File: config.mk
export PLATFORM = sky130hd
export DESIGN_NAME = sdh_seq
export DESIGN_NICKNAME = d
export VERILOG_FILES = /design/src/sdh_pkg.sv /design/src/sdh_seq.sv
export SDC_FILE = /design/constraint.sdc
export NUM_CORES = 1
export LEC_CHECK = 0
export ABC_AREA = 1
export BUFFER_PORTS_ARGS = -buffer_cell sky130_fd_sc_hd__buf_4
export CORE_ASPECT_RATIO = 0.75
export CORE_UTILIZATION = 40
export DETAILED_ROUTE_END_ITERATION = 10
export GPL_TIMING_DRIVEN = 0
export MAX_ROUTING_LAYER = met4
export PLACE_DENSITY = 0.63
export RECOVER_POWER = 50
export REMOVE_ABC_BUFFERS = 1
export SKIP_CTS_REPAIR_TIMING = 1
export SYNTH_ARGS = -nofsm -noshare
export SYNTH_HDL_FRONTEND = slang
export SYNTH_SLANG_ARGS = --single-unit
export TNS_END_PERCENT = 30
File: constraint.sdc
create_clock -name clk -period 2.64 [get_ports clk]
set_input_delay 0.132 -clock clk [delete_from_list [all_inputs] [get_ports clk]]
set_output_delay 0.132 -clock clk [all_outputs]
set_load 0.1 [all_outputs]
File: src/sdh_pkg.sv
// Shared types and constants for the SD card SPI host sequencer.
`timescale 1ns / 1ps
package sdh_pkg;

	localparam int BLOCK_BYTES = 512;
	localparam int WAKE_BYTES  = 15;
	localparam int GAP_BYTES   = 100;

	localparam int QDEPTH   = 8;
	localparam int QAW      = 3;
	localparam int QLEVEL_W = 4;
	localparam int QLIMIT   = QDEPTH - 4;

	localparam int APB_AW = 3;

	localparam logic REG_RETRY   = 1'b0;
	localparam logic REG_TIMEOUT = 1'b1;

	localparam logic [1:0] OP_REQ   = 2'd0;
	localparam logic [1:0] OP_RX    = 2'd1;
	localparam logic [1:0] OP_WDATA = 2'd2;

	localparam logic [1:0] REQ_RESET = 2'd0;
	localparam logic [1:0] REQ_INIT  = 2'd1;
	localparam logic [1:0] REQ_READ  = 2'd2;
	localparam logic [1:0] REQ_WRITE = 2'd3;

	localparam logic [1:0] K_TX    = 2'd0;
	localparam logic [1:0] K_RDATA = 2'd1;
	localparam logic [1:0] K_WANT  = 2'd2;
	localparam logic [1:0] K_DONE  = 2'd3;

	localparam logic [2:0] ST_OK        = 3'd0;
	localparam logic [2:0] ST_RESET     = 3'd1;
	localparam logic [2:0] ST_INIT      = 3'd2;
	localparam logic [2:0] ST_READ_CMD  = 3'd3;
	localparam logic [2:0] ST_TOKEN_TO  = 3'd4;
	localparam logic [2:0] ST_WRITE_CMD = 3'd5;
	localparam logic [2:0] ST_REJECTED  = 3'd6;
	localparam logic [2:0] ST_BUSY_TO   = 3'd7;

	localparam logic [7:0] CMD0_CODE  = 8'h40;
	localparam logic [7:0] CMD1_CODE  = 8'h41;
	localparam logic [7:0] CMD17_CODE = 8'h51;
	localparam logic [7:0] CMD24_CODE = 8'h58;
	localparam logic [7:0] CMD0_CRC   = 8'h95;
	localparam logic [7:0] IDLE_BYTE  = 8'hFF;
	localparam logic [7:0] DATA_TOKEN = 8'hFE;
	localparam logic [7:0] R1_IDLE    = 8'h01;
	localparam logic [7:0] R1_READY   = 8'h00;
	localparam logic [4:0] DRESP_OK   = 5'h05;

	typedef enum logic [15:0] {
		PH_IDLE       = 16'h0001,
		PH_WAKE       = 16'h0002,
		PH_CMD_PRE    = 16'h0004,
		PH_CMD_BYTE   = 16'h0008,
		PH_CMD_POLL   = 16'h0010,
		PH_GAP        = 16'h0020,
		PH_TOKEN_TX   = 16'h0040,
		PH_WANT       = 16'h0080,
		PH_WDATA      = 16'h0100,
		PH_WCRC       = 16'h0200,
		PH_DRESP      = 16'h0400,
		PH_BUSY       = 16'h0800,
		PH_TOKEN_WAIT = 16'h1000,
		PH_RDATA      = 16'h2000,
		PH_RCRC       = 16'h4000,
		PH_TAIL       = 16'h8000
	} phase_t;

	typedef struct packed {
		logic [1:0]  op;
		logic [1:0]  request;
		logic [22:0] sector;
		logic [7:0]  rx_byte;
		logic [7:0]  wdata;
	} item_t;

	typedef struct packed {
		logic [1:0] kind;
		logic [7:0] tx_byte;
		logic       cs_active;
		logic [7:0] read_byte;
		logic [2:0] status;
		logic [7:0] response;
		logic       last;
	} res_t;

	typedef struct packed {
		logic [1:0] n;
		res_t       r0;
		res_t       r1;
	} push_t;

endpackage

File: src/sdh_seq.sv
// Sequencer state and the per-item step logic.
`timescale 1ns / 1ps
module sdh_seq import sdh_pkg::*; (
	input  logic        clk,
	input  logic        arst_n,
	input  logic        valid_s1,
	input  item_t       item_s1,
	input  logic [7:0]  retry_limit,
	input  logic [15:0] wait_timeout,
	output push_t       push
);

	phase_t      phase_q, ph_d;
	logic [9:0]  bc_q, bc_d, bc1;
	logic [7:0]  att_q, att_d, att1;
	logic [15:0] poll_q, poll_d, poll1;
	logic [22:0] sec_q, sec_d;
	logic [1:0]  act_q, act_d;
	logic [7:0]  lr_q, lr_d;
	logic [1:0]  n;
	res_t        r0, r1;
	logic [7:0]  rl;
	logic [15:0] wt;
	logic [7:0]  want;

	function automatic res_t mk_res(logic [1:0] kind, logic [7:0] txb, logic cs,
		logic [7:0] rd, logic [2:0] st, logic [7:0] resp);
		res_t r;
		r.kind      = kind;
		r.tx_byte   = txb;
		r.cs_active = cs;
		r.read_byte = rd;
		r.status    = st;
		r.response  = resp;
		r.last      = 1'b0;
		return r;
	endfunction

	function automatic logic [7:0] cmd_byte(logic [2:0] k, logic [1:0] act, logic [22:0] sec);
		logic [7:0] b;
		case (k)
			3'd0: begin
				case (act)
					REQ_RESET: b = CMD0_CODE;
					REQ_INIT:  b = CMD1_CODE;
					REQ_READ:  b = CMD17_CODE;
					default:   b = CMD24_CODE;
				endcase
			end
			3'd1: b = sec[22:15];
			3'd2: b = sec[14:7];
			3'd3: b = {sec[6:0], 1'b0};
			3'd4: b = 8'h00;
			default: b = (act == REQ_RESET) ? CMD0_CRC : IDLE_BYTE;
		endcase
		return b;
	endfunction

	function automatic logic [2:0] fail_status(logic [1:0] act);
		logic [2:0] s;
		case (act)
			REQ_RESET: s = ST_RESET;
			REQ_INIT:  s = ST_INIT;
			REQ_READ:  s = ST_READ_CMD;
			default:   s = ST_WRITE_CMD;
		endcase
		return s;
	endfunction

	assign rl   = (retry_limit == 8'd0) ? 8'd1 : retry_limit;
	assign wt   = (wait_timeout == 16'd0) ? 16'd1 : wait_timeout;
	assign want = (act_q == REQ_RESET) ? R1_IDLE : R1_READY;
	assign bc1   = bc_q + 10'd1;
	assign poll1 = poll_q + 16'd1;
	assign att1  = att_q + 8'd1;

	always_comb begin
		ph_d   = phase_q;
		bc_d   = bc_q;
		att_d  = att_q;
		poll_d = poll_q;
		sec_d  = sec_q;
		act_d  = act_q;
		lr_d   = lr_q;
		n      = 2'd0;
		r0     = '0;
		r1     = '0;
		case (item_s1.op)
			OP_REQ: begin
				if (phase_q == PH_IDLE) begin
					act_d  = item_s1.request;
					sec_d  = (item_s1.request >= REQ_READ) ? item_s1.sector : 23'd0;
					att_d  = 8'd0;
					poll_d = 16'd0;
					bc_d   = 10'd0;
					ph_d   = (item_s1.request == REQ_RESET) ? PH_WAKE : PH_CMD_PRE;
					r0     = mk_res(K_TX, IDLE_BYTE, 1'b0, 8'h00, ST_OK, lr_q);
					n      = 2'd1;
				end
			end
			OP_WDATA: begin
				if (phase_q == PH_WANT) begin
					ph_d = PH_WDATA;
					r0   = mk_res(K_TX, item_s1.wdata, 1'b1, 8'h00, ST_OK, lr_q);
					n    = 2'd1;
				end
			end
			OP_RX: begin
				n = 2'd1;
				case (phase_q)
					PH_WAKE: begin
						bc_d = bc1;
						if (bc1 >= 10'(WAKE_BYTES)) ph_d = PH_CMD_PRE;
						r0 = mk_res(K_TX, IDLE_BYTE, 1'b0, 8'h00, ST_OK, lr_q);
					end
					PH_CMD_PRE: begin
						bc_d = 10'd0;
						ph_d = PH_CMD_BYTE;
						r0 = mk_res(K_TX, cmd_byte(3'd0, act_q, sec_q), 1'b1, 8'h00, ST_OK,
							lr_q);
					end
					PH_CMD_BYTE: begin
						bc_d = bc1;
						if (bc1 < 10'd6) begin
							r0 = mk_res(K_TX, cmd_byte(bc1[2:0], act_q, sec_q), 1'b1, 8'h00,
								ST_OK, lr_q);
						end else begin
							poll_d = 16'd0;
							ph_d   = PH_CMD_POLL;
							r0 = mk_res(K_TX, IDLE_BYTE, 1'b1, 8'h00, ST_OK, lr_q);
						end
					end
					PH_CMD_POLL: begin
						poll_d = poll1;
						lr_d   = item_s1.rx_byte;
						if (item_s1.rx_byte == IDLE_BYTE && poll1 < {8'd0, rl}) begin
							r0 = mk_res(K_TX, IDLE_BYTE, 1'b1, 8'h00, ST_OK, item_s1.rx_byte);
						end else begin
							att_d = att1;
							if (item_s1.rx_byte == want) begin
								if (act_q < REQ_READ) begin
									ph_d = PH_TAIL;
									r0 = mk_res(K_TX, IDLE_BYTE, 1'b0, 8'h00, ST_OK,
										item_s1.rx_byte);
								end else begin
									poll_d = 16'd0;
									bc_d   = 10'd0;
									ph_d   = (act_q == REQ_READ) ? PH_TOKEN_WAIT : PH_GAP;
									r0 = mk_res(K_TX, IDLE_BYTE, 1'b1, 8'h00, ST_OK,
										item_s1.rx_byte);
								end
							end else if (att1 >= rl) begin
								ph_d = PH_IDLE;
								r0 = mk_res(K_DONE, 8'h00, 1'b0, 8'h00, fail_status(act_q),
									item_s1.rx_byte);
							end else begin
								ph_d = PH_CMD_PRE;
								r0 = mk_res(K_TX, IDLE_BYTE, 1'b0, 8'h00, ST_OK,
									item_s1.rx_byte);
							end
						end
					end
					PH_GAP: begin
						bc_d = bc1;
						if (bc1 < 10'(GAP_BYTES)) begin
							r0 = mk_res(K_TX, IDLE_BYTE, 1'b1, 8'h00, ST_OK, lr_q);
						end else begin
							ph_d = PH_TOKEN_TX;
							r0 = mk_res(K_TX, DATA_TOKEN, 1'b1, 8'h00, ST_OK, lr_q);
						end
					end
					PH_TOKEN_TX, PH_WDATA: begin
						if (phase_q == PH_TOKEN_TX || bc1 < 10'(BLOCK_BYTES)) begin
							bc_d = (phase_q == PH_TOKEN_TX) ? 10'd0 : bc1;
							ph_d = PH_WANT;
							r0 = mk_res(K_WANT, 8'h00, 1'b1, 8'h00, ST_OK, lr_q);
						end else begin
							bc_d = 10'd0;
							ph_d = PH_WCRC;
							r0 = mk_res(K_TX, IDLE_BYTE, 1'b1, 8'h00, ST_OK, lr_q);
						end
					end
					PH_WCRC: begin
						bc_d = bc1;
						if (bc1 >= 10'd2) ph_d = PH_DRESP;
						r0 = mk_res(K_TX, IDLE_BYTE, 1'b1, 8'h00, ST_OK, lr_q);
					end
					PH_DRESP: begin
						lr_d = item_s1.rx_byte;
						if (item_s1.rx_byte[4:0] != DRESP_OK) begin
							ph_d = PH_IDLE;
							r0 = mk_res(K_DONE, 8'h00, 1'b0, 8'h00, ST_REJECTED, item_s1.rx_byte);
						end else begin
							poll_d = 16'd0;
							ph_d   = PH_BUSY;
							r0 = mk_res(K_TX, IDLE_BYTE, 1'b1, 8'h00, ST_OK, item_s1.rx_byte);
						end
					end
					PH_BUSY: begin
						poll_d = poll1;
						if (item_s1.rx_byte == IDLE_BYTE) begin
							ph_d = PH_TAIL;
							r0 = mk_res(K_TX, IDLE_BYTE, 1'b0, 8'h00, ST_OK, lr_q);
						end else if (poll1 >= wt) begin
							ph_d = PH_IDLE;
							r0 = mk_res(K_DONE, 8'h00, 1'b0, 8'h00, ST_BUSY_TO, lr_q);
						end else begin
							r0 = mk_res(K_TX, IDLE_BYTE, 1'b1, 8'h00, ST_OK, lr_q);
						end
					end
					PH_TOKEN_WAIT: begin
						poll_d = poll1;
						if (item_s1.rx_byte == DATA_TOKEN) begin
							bc_d = 10'd0;
							ph_d = PH_RDATA;
							r0 = mk_res(K_TX, IDLE_BYTE, 1'b1, 8'h00, ST_OK, lr_q);
						end else if (poll1 >= wt) begin
							ph_d = PH_IDLE;
							r0 = mk_res(K_DONE, 8'h00, 1'b0, 8'h00, ST_TOKEN_TO, lr_q);
						end else begin
							r0 = mk_res(K_TX, IDLE_BYTE, 1'b1, 8'h00, ST_OK, lr_q);
						end
					end
					PH_RDATA: begin
						r0 = mk_res(K_RDATA, 8'h00, 1'b1, item_s1.rx_byte, ST_OK, lr_q);
						r1 = mk_res(K_TX, IDLE_BYTE, 1'b1, 8'h00, ST_OK, lr_q);
						n  = 2'd2;
						if (bc1 >= 10'(BLOCK_BYTES)) begin
							bc_d = 10'd0;
							ph_d = PH_RCRC;
						end else begin
							bc_d = bc1;
						end
					end
					PH_RCRC: begin
						bc_d = bc1;
						if (bc1 < 10'd2) begin
							r0 = mk_res(K_TX, IDLE_BYTE, 1'b1, 8'h00, ST_OK, lr_q);
						end else begin
							ph_d = PH_TAIL;
							r0 = mk_res(K_TX, IDLE_BYTE, 1'b0, 8'h00, ST_OK, lr_q);
						end
					end
					PH_TAIL: begin
						ph_d = PH_IDLE;
						r0 = mk_res(K_DONE, 8'h00, 1'b0, 8'h00, ST_OK, lr_q);
					end
					default: begin
						// idle or waiting for a write byte: received byte is dropped
						n = 2'd0;
					end
				endcase
			end
			default: n = 2'd0;
		endcase
		if (n == 2'd1) r0.last = 1'b1;
		if (n == 2'd2) r1.last = 1'b1;
	end

	always_ff @(posedge clk or negedge arst_n) begin
		if (!arst_n) begin
			phase_q <= PH_IDLE;
			bc_q    <= '0;
			att_q   <= '0;
			poll_q  <= '0;
			sec_q   <= '0;
			act_q   <= REQ_RESET;
			lr_q    <= IDLE_BYTE;
		end else if (valid_s1) begin
			phase_q <= ph_d;
			bc_q    <= bc_d;
			att_q   <= att_d;
			poll_q  <= poll_d;
			sec_q   <= sec_d;
			act_q   <= act_d;
			lr_q    <= lr_d;
		end
	end

	always_comb begin
		push    = '0;
		push.n  = valid_s1 ? n : 2'd0;
		push.r0 = r0;
		push.r1 = r1;
	end

endmodule

---- After elaboration in Yosys (flattened, before gate mapping) ----
Index checks and enable logic that the tools add are counted.
cells by class
  add/subtract/negate cells ............... 3
  multipliers ............................. 0
  divide/modulo/power cells ............... 0
  magnitude comparators ................... 12
  equal/unequal tests ..................... 48
  shift-type cells ........................ 0
  multiplexer cells ....................... 77
  bitwise logic cells ..................... 0
  reduce and logical (&&, ||, !) cells .... 21
operator list
  kind                                                                number
  31-bit case mux with 13 select lines                                1
  16-bit 2-to-1 mux                                                   21
  31-bit 2-to-1 mux                                                   9
  16-bit case mux with 13 select lines                                1
  29-bit 2-to-1 mux                                                   5
  31-bit case mux with 3 select lines                                 1
  10-bit 2-to-1 mux                                                   9
  16-bit case mux with 4 select lines                                 1
  10-bit case mux with 6 select lines                                 1
  16-bit case mux with 3 select lines                                 1
  21-bit 2-to-1 mux                                                   2
  8-bit case mux with 5 select lines                                  1
  3-bit != test (second input constant)                               11
  8-bit 2-to-1 mux                                                    4
  16-bit case mux with 2 select lines                                 1
  23-bit 2-to-1 mux                                                   1
  22-bit 2-to-1 mux                                                   1
  10-bit case mux with 2 select lines                                 1
  16-bit by 1-bit adder with 16-bit output (second input constant)    1
  16-bit by 1-bit == test with 1-bit output (second input constant)   1
  16-bit by 10-bit == test with 1-bit output (second input constant)  1
  16-bit by 11-bit == test with 1-bit output (second input constant)  1
  16-bit by 12-bit == test with 1-bit output (second input constant)  1
  16-bit by 13-bit == test with 1-bit output (second input constant)  1
  65 further kinds                                                    83
storage, ports and cells
  bits in registers ....................... 83
  latch bits .............................. 0
  RAM bits ................................ 0
  memory bits (read-only) ................. 0
  bits of input ports ..................... 70
  output and inout port bits .............. 64
  word-level logic and storage cells ...... 168
  memories ................................ 0

---- Longest topological paths before layout ----
  depth after elaboration ................. 9
  gate-level depth with buffers ........... 23
  gate-level depth less buffers ........... 23

---- Worst setup path before layout ----
No wires, ideal clock.
  kind .................................... reg2out
  from .................................... register phase_q[4]
  to ...................................... output port push[47] (netlist name)
  data arrival time ....................... 4.484 ns
  data required time ...................... 2.508 ns
  path slack .............................. -1.976 ns
  stages on the path, launching flop included .. 10
  buffers on the path ..................... 0
  cell sequence ........................... dfrtp_1 -> nor2_4 -> nand2_4 -> nor2_8 -> nand2_4 -> nor2_4 -> inv_2 -> nor2_2 -> nand2_1 -> nor3_1
RTL lines
  what                    line            text
  start, declared         sdh_seq.sv:13   phase_t phase_q, ph_d;
  start signal, assigned  sdh_seq.sv:270  phase_q <= ph_d;
  end, declared           sdh_seq.sv:10   output push_t push

==> impl_metrics.tcl <==
set metrics [dict create \
    violations "max-capacitance violations, max-slew violations, negative setup slack" \
    crit_path_top_delay_cell "dfrtp_2" \
    nets 1455 \
    fp.dieH_um 122 \
    synth_most_common_cell "nand2_1" \
    p_leak_nw 5.34 \
    initial_utilization_pct 41.1 \
    layout_setup_ws_ps -901 \
    fillers 1758 \
    multi_input_area_um2 5330 \
    dp_hpwl_um 17300 \
    max_slew_margin_pct -47.2 \
    rsz0062_at_grt "yes" \
    routed_wl_um 24700 \
    ir_drop_v 0.000252 \
    critPathMaxStageDelay_ps 430 \
    cts_htree_levels 3 \
    yosys_register_bits 83 \
    powerDensity_nw_per_um2 364 \
    die_area_um2 19700 \
    p_total_w 0.00386 \
    n_antenna_cell 0 \
    first_global_vias 7427 \
    worst_pin_slew_ps 2210 \
    synth-edff-count 0 \
    start_kind "flop" \
    drc_errors 0 \
    drt-pass1-iter-count 5 \
    clock_sinks 83 \
    clkTransAtPathRegs_ps 80 \
    io_pins 134 \
    finalCriticalPeriod_ps 3540 \
    synthArstFlopShare_pct 100 \
    gp_congestion 0.956 \
    fmax_mhz 282 \
    regArea_um2 2100 \
    via_per_inst 5.16 \
    yosysSeqAreaShare_pct 27.3 \
    setup.worst_path.class "flop to output port" \
    skew_ps 17.8 \
    crit_buf_inv 3 \
    synth-main-ff-cell "dfrtp_1" \
    final_hold_viol_count 0 \
    yosys.area.top_type_share_pct 24.2 \
    vias 8208 \
    overflow 0 \
    drv_cap 1 \
    post_route_cells_drive_above_1_share_pct 30.5 \
    netlist_instances 1180 \
    fp-row-count 43 \
    core_area_um2 18600 \
    cts_tree "done" \
    critPathArrivalTime_ps 3410 \
    placement.io_buffers 120 \
    yosysWarnings 0 \
    grt_usage_pct 24.3 \
    drt-initial-drc-count 630 \
    cp.required_ps 2510 \
    crit_chain "ha_4, nand3_4, nor3_4, xor2_1, inv_2, ha_4, nand2_4, o21a_1, nand2_1, nand2_2, nand3_4, inv_2, o21bai_4, nand3_4, nor2_4, nand2_1, nand2_1, nand2_2, buf_12" \
    antenna_left 0 \
    final_core_util_pct 56.9 \
    setup_viol 80 \
    syn2layout_area_growth_pct 38.5 \
    avgRoutedWirePerCell_um 15.6 \
    ys_types 55 \
    cts_made_buffers 9 \
    syn_area_um2 7650 \
    endpoint_kind "output port" \
    worst_path_dominant_cell_family "simple AND/OR/NAND/NOR gates" \
    synthTopCellsByArea "dfrtp_1, nand2_1, inv_1" \
    slew_violations 84 \
    grt_max_degree 84 \
    antenna_found_initial 0 \
    clock-root-buffer "clkbuf_16" \
    yosysTopAreaCell "dfrtp_1" \
    dieWidth_um 162 \
    grt_pass1_wl_um 36600 \
    clockBufferDepth 2 \
    crit_fanout 6 \
    holdCritPathClass "primary input to flop" \
    ys_top_cells_by_count "nand2_1, inv_1, nand3_1, nor2_1, o21ai_0" \
    fin_crit_sh_pct 134 \
    status "complete, but fails checks" \
    clkLatencyLatePin_ps 370 \
    synth.avg_cell_area_um2 6.48 \
]
==> placed cells by master (no fill, tap or decap), types with 4 or more instances in the layout <==
master / n
nand2_2: 39
nor4_1: 8
buf_6: 17
xor2_1: 9
nand2_1: 251
nand3_2: 8
nand3_1: 119
dfrtp_2: 11
nor2_2: 13
nand3_4: 5
inv_4: 4
buf_4: 131
o22ai_1: 11
inv_1: 176
clkbuf_16: 9
dfstp_2: 9
a21oi_2: 9
o21ai_1: 24
o21ai_0: 72
nor2_4: 37
nor3_1: 19
ha_4: 9
a21oi_1: 19
inv_8: 4
ha_1: 38
nand2_4: 13
o21ai_2: 4
buf_12: 25
inv_2: 17
nor2_1: 67
or2_2: 7
dfrtp_1: 63
nand4_1: 20
conb_1: 13
nor3_4: 7
==> sequential cells by signal (all words and copies together) (netlist names) <==
register  count
sec_q        23
phase_q      16
poll_q       16
bc_q         10
att_q         8
lr_q          8
act_q         2
==> layout make-up <==
type	instances	area share (%)
multi-input combinational	861	50.3
tap	247	2.92
inverter	203	7.45
clock buffer	9	2.13
timing repair buffer	179	16.5
clock inverter	7	0.744
timing repair inverter	1	0.0709
sequential	83	19.8
==> through the flow <==
step | std cells | TNS [ps] | hold slack [ps] | setup WS [ps] | instance area (um^2)
finish | 1590 | -29460 | 3.02 | -901 | 10600
global route | 1590 | -43000 | 5.84 | -1070 | 10600
CTS | 1531 | -83650 | -10.7 | -1760 | 8930
detailed placement | 1515 | -85310 | 375 | -1340 | 8630
global placement | 1514 | -101280 | 370 | -1350 | 8610
floorplan | 1147 | -140080 | -164 | -9930 | 7400
==> power by group <==
group          switching [W]  internal, W
registers          0.0000293      0.00130
clock network       0.000650     0.000677
logic               0.000802     0.000395
total                0.00148      0.00237
==> kinds of logic after synthesis <==
| kind of cell | synth area share (%) |
|---|---|
| simple gates | 38.1 |
| flops | 27.3 |
| other cells | 0.0490 |
| buf+inv | 13.8 |
| xor+xnor | 1.59 |
| compound gates | 11.5 |
| fa+ha+maj | 7.69 |
==> tightest hold or removal path, delay by kind of cell <==
| kind | cells | cell delay, ps |
|---|---|---|
| compound gates | 1 | 60 |
| buf+inv | 1 | 70 |
| simple gates | 1 | 60 |
==> routing by layer <==
layer | global-route usage (%) | vias up | share of wire [%]
li1 | - | 4083 | -
met1 | 33.9 | 3762 | 46
met2 | 35.6 | 329 | 44
met3 | 5.55 | 34 | 8.5
met4 | 5.37 | 0 | 1.5
met5 | - | - | 0
==> final timing paths <==
| path | from | endpoint | slack, ps | depth (start not counted) |
|---|---|---|---|---|
| max | poll_q[1] | push[57] | -900 | 19 |
| max in group asynchronous | arst_n | phase_q[5] | 780 | 1 |
| min | item_s1[24] | sec_q[8] | 3 | 3 |
| min reg2reg | sec_q[19] | sec_q[19] | 490 | 2 |
| min in group asynchronous | arst_n | poll_q[13] | 400 | 1 |
| max reg2reg | poll_q[1] | phase_q[3] | -510 | 20 |
No activity file was read; power rests on OpenSTA's default activity.
